--- config.mk ---
export PLATFORM = sky130hd
export DESIGN_NAME = lpc_ram
export DESIGN_NICKNAME = d
export VERILOG_FILES = /design/src/rtl/core/lpc_pkg.sv /design/src/rtl/core/lpc_ram.sv
export SDC_FILE = /design/constraint.sdc
export NUM_CORES = 2
export LEC_CHECK = 0
export BUFFER_PORTS_ARGS = -buffer_cell sky130_fd_sc_hd__buf_2
export CAP_MARGIN = 20
export CORE_MARGIN = 4
export CORE_UTILIZATION = 40
export CTS_CLUSTER_DIAMETER = 50
export DETAILED_ROUTE_END_ITERATION = 10
export PLACE_DENSITY = 0.64
export SYNTH_ARGS = -nofsm -noshare
export SYNTH_HDL_FRONTEND = slang
export SYNTH_SLANG_ARGS = --single-unit
export TNS_END_PERCENT = 10
--- constraint.sdc ---
create_clock -name clk -period 9.7 [get_ports clk]
set_clock_uncertainty 0.15 [all_clocks]
set_input_delay 0.97 -clock clk [delete_from_list [all_inputs] [get_ports clk]]
set_output_delay 0.97 -clock clk [all_outputs]
set_load 0.1 [all_outputs]
--- src/rtl/core/lpc_pkg.sv ---
package lpc_pkg;

    localparam int NUM_PAGES_DEF  = 16;
    localparam int PAGE_WORDS_DEF = 8;
    localparam int TAG_W          = 64;
    localparam int WORD_W         = 32;
    localparam int CMD_W          = 3;
    localparam int WIDX_W         = 4;
    localparam int RIDX_W         = 3;
    localparam int DTOT_W         = 5;
    localparam int CFG_W          = 5;
    localparam int CFG_RESET      = 16;
    localparam int S_TDATA_W      = 104;
    localparam int M_TDATA_W      = 112;

    localparam logic [CMD_W-1:0] CMD_READ      = 3'd0;
    localparam logic [CMD_W-1:0] CMD_WRITE     = 3'd1;
    localparam logic [CMD_W-1:0] CMD_FLUSH     = 3'd2;
    localparam logic [CMD_W-1:0] CMD_FLUSH_ALL = 3'd3;
    localparam logic [CMD_W-1:0] CMD_INVAL     = 3'd4;
    localparam logic [CMD_W-1:0] CMD_DCOUNT    = 3'd5;

    typedef enum logic [2:0] {
        DIR_NOP,
        DIR_TOUCH,
        DIR_WTOUCH,
        DIR_ALLOC,
        DIR_DROP,
        DIR_CLEAN,
        DIR_CLEAN_ALL
    } dir_op_t;

    typedef struct packed {
        logic hit;
        logic free_any;
        logic lru_dirty;
    } dir_flags_t;

    typedef enum logic [2:0] {
        ST_IDLE,
        ST_LOOK,
        ST_ALLOC,
        ST_FILL,
        ST_RDREQ,
        ST_RDDATA,
        ST_RESP
    } state_t;

endpackage

--- src/rtl/core/lpc_ram.sv ---
module lpc_ram
    import lpc_pkg::*;
#(
    parameter int DEPTH = NUM_PAGES_DEF * PAGE_WORDS_DEF,
    parameter int AW    = $clog2(DEPTH)
)
(
    input  logic              clk,
    input  logic              we,
    input  logic [AW-1:0]     waddr,
    input  logic [WORD_W-1:0] wdata,
    input  logic              re,
    input  logic [AW-1:0]     raddr,
    output logic [WORD_W-1:0] rdata
);

    logic [WORD_W-1:0] mem [DEPTH];
    logic [WORD_W-1:0] rdata_reg;

    always_ff @(posedge clk)
    begin
        if (we)
        begin
            mem[waddr] <= wdata;
        end
        if (re)
        begin
            rdata_reg <= mem[raddr];
        end
    end

    assign rdata = rdata_reg;

endmodule

==> impl_metrics.json <==
{
  "die-area_mm2": 0.402,
  "mostFrequentLayoutCells": "4,128 x edfxtp_1, 1,344 x mux4_2, 420 x clkbuf_16",
  "fin_tns_setup_ns": 0,
  "synth-seq-cells": 4128,
  "grt_use_met3_pct": 3.87,
  "worst_pin_slew_ns": 1.18,
  "die_h_um": 634,
  "synthCells": 5990,
  "cp_data_arrival_time_ns": 5.05,
  "use_met1_pct": 28.5,
  "fin_util_pct": 45.8,
  "setup_viol": 0,
  "yosysSeqAreaShare_pct": 79.2,
  "crit_required_ns": 10.21,
  "track_usage_pct": 20.8,
  "grt_max_degree": 148,
  "cts-root-buf": "clkbuf_16",
  "layout-drive-gt1-share_pct": 35.6,
  "ctsHoldBuffers": 0,
  "first_iter_violations": 10600,
  "whs_ns": 0.330,
  "postCtsSetupBuffers": 0,
  "dpl.hpwl_mm": 228,
  "hold_violations": 0,
  "cts_buffers": 410,
  "globalRouteMet2Util_pct": 33.4,
  "syn_to_final_growth_pct": 14.0,
  "end_kind": "flop",
  "fmax_mhz": 220,
  "final_common_cell": "edfxtp_1",
  "clock-sinks": 4128,
  "synth.net_count": 6039,
  "finalCriticalPeriod_ns": 4.54,
  "drt-total-wl_mm": 420,
  "drc_errors": 0,
  "rsz0062_at_grt": "false",
  "peakVddDrop_mv": 0.169,
  "clk_path_buf_depth": 4,
  "power_density_mw_per_mm2": 210,
  "drt_first_pass_iters": 6,
  "syn_avg_cell_area_um2": 26.1,
  "crit_fanout": 101,
  "antenna_left": 0,
  "outcome": "finished clean",
  "grt-ovfl-total": 0,
  "postCtsResizedCells": 0,
  "hold_path.class": "in -> reg",
  "crit_path_start_kind": "input pin",
  "routedWlPerCell_um": 35.2,
  "synth.distinct_cells": 16,
  "gp_congestion": 0.796,
  "dieWidth_um": 634,
  "grt_pass1_vias": 71400,
  "nets": 6426,
  "criticalPathCategory": "in -> reg",
  "cts_tree": "yes",
  "pin_count": 81,
  "viasPerCell": 5.96,
  "row_count": 229,
  "drv_slew": 0,
  "grt_pass1_wl_mm": 582,
  "initial_core_util_pct": 40.2,
  "core_region_area_mm2": 0.389,
  "slew_headroom_pct": 21.7,
  "htree_levels": 5,
  "busiest_layer": "met2",
  "period_share_pct": 46.8,
  "clkTransAtPathRegs_ns": 0.06,
  "yosys_warnings": 0,
  "portBuffers": 80,
  "leakage_uw": 0.0540,
  "vias": 71100,
  "drv_cap": 0,
  "clk_latency_ns": 0.91,
  "syn_area_mm2": 0.157,
  "grt_antenna_before_repair": 49,
  "largest_reg_flops": 4096
}
[worst max-delay path, stage by stage]
cell and delay (ns):
buf_12 0.59, buf_12 0.57, buf_4 0.56, mux4_2 0.58
mux4_2 0.51, mux4_2 0.59, mux2_2 0.30
[cell usage after synthesis]
library cell,number,share of area [%]
buf_1,50,0.12
buf_2,79,0.25
buf_4,3,0.014
buf_6,2,0.014
clkbuf_1,182,0.44
edfxtp_1,4128,79
mux2_2,32,0.23
mux4_2,1344,19
nand2_1,14,0.034
nand2b_1,2,0.0080
nand3_1,12,0.038
nand4_1,3,0.012
nor2_1,122,0.29
nor2b_1,7,0.028
nor3_1,9,0.029
or3_1,1,0.0040
[layer usage]
layer	part of all wire [%]	vias to the layer above
met5	0.019	-
met4	4.4	14
met2	49	3940
met1	37	39200
li1	-	27300
met3	9.7	698
[layout make-up]
cell class | count | area [um2]
antenna | 24 | 60.1
clock buffer | 496 | 10800
clock inverter | 248 | 2520
fill | 31200 | 211000
multi-input combinational | 1546 | 32300
sequential | 4128 | 124000
tap | 5197 | 6500
timing repair buffer | 291 | 2410
[report_power, final]
| part | switching [uW] | internal (uW) | total [uW] | leakage, uW |
|---|---|---|---|---|
| logic | 1280 | 700 | 1980 | 0.0104 |
| clock network | 6660 | 9100 | 15800 | 0.00647 |
| registers | 49.8 | 19700 | 19800 | 0.0371 |
[logic make-up after synthesis]
group / Yosys count / share of synthesized area [%]
muxes: 1376 / 19.6
and+or+nand+nor: 170 / 0.445
buffers and inverters: 316 / 0.837
DFF: 4128 / 79.2
[stage by stage]
stage          worst slack, ns  power, uW  cell area [um2]  std cells
5_1_grt                   4.90      38600           178000      11900
3_3_place_gp              4.24      22100           165000      11200
3_5_place_dp              4.20      22200           165000      11200
2_1_floorplan             5.34      21200           157000       5990
4_1_cts                   5.17      37700           178000      11900
6_report                  5.16      37500           179000      11900
[path summary, 6_finish.rpt]
path,slack [ns],endpoint,startpoint,cells past startpoint
max,5.16,rdata[17],raddr[0],7
min,0.33,mem[83][28],wdata[28],1
max reg2reg,6.67,rdata[7],mem[31][7],4
min reg2reg,1.04,rdata[1],mem[69][1],4
Note: power is estimated with default switching activity, not from simulation.
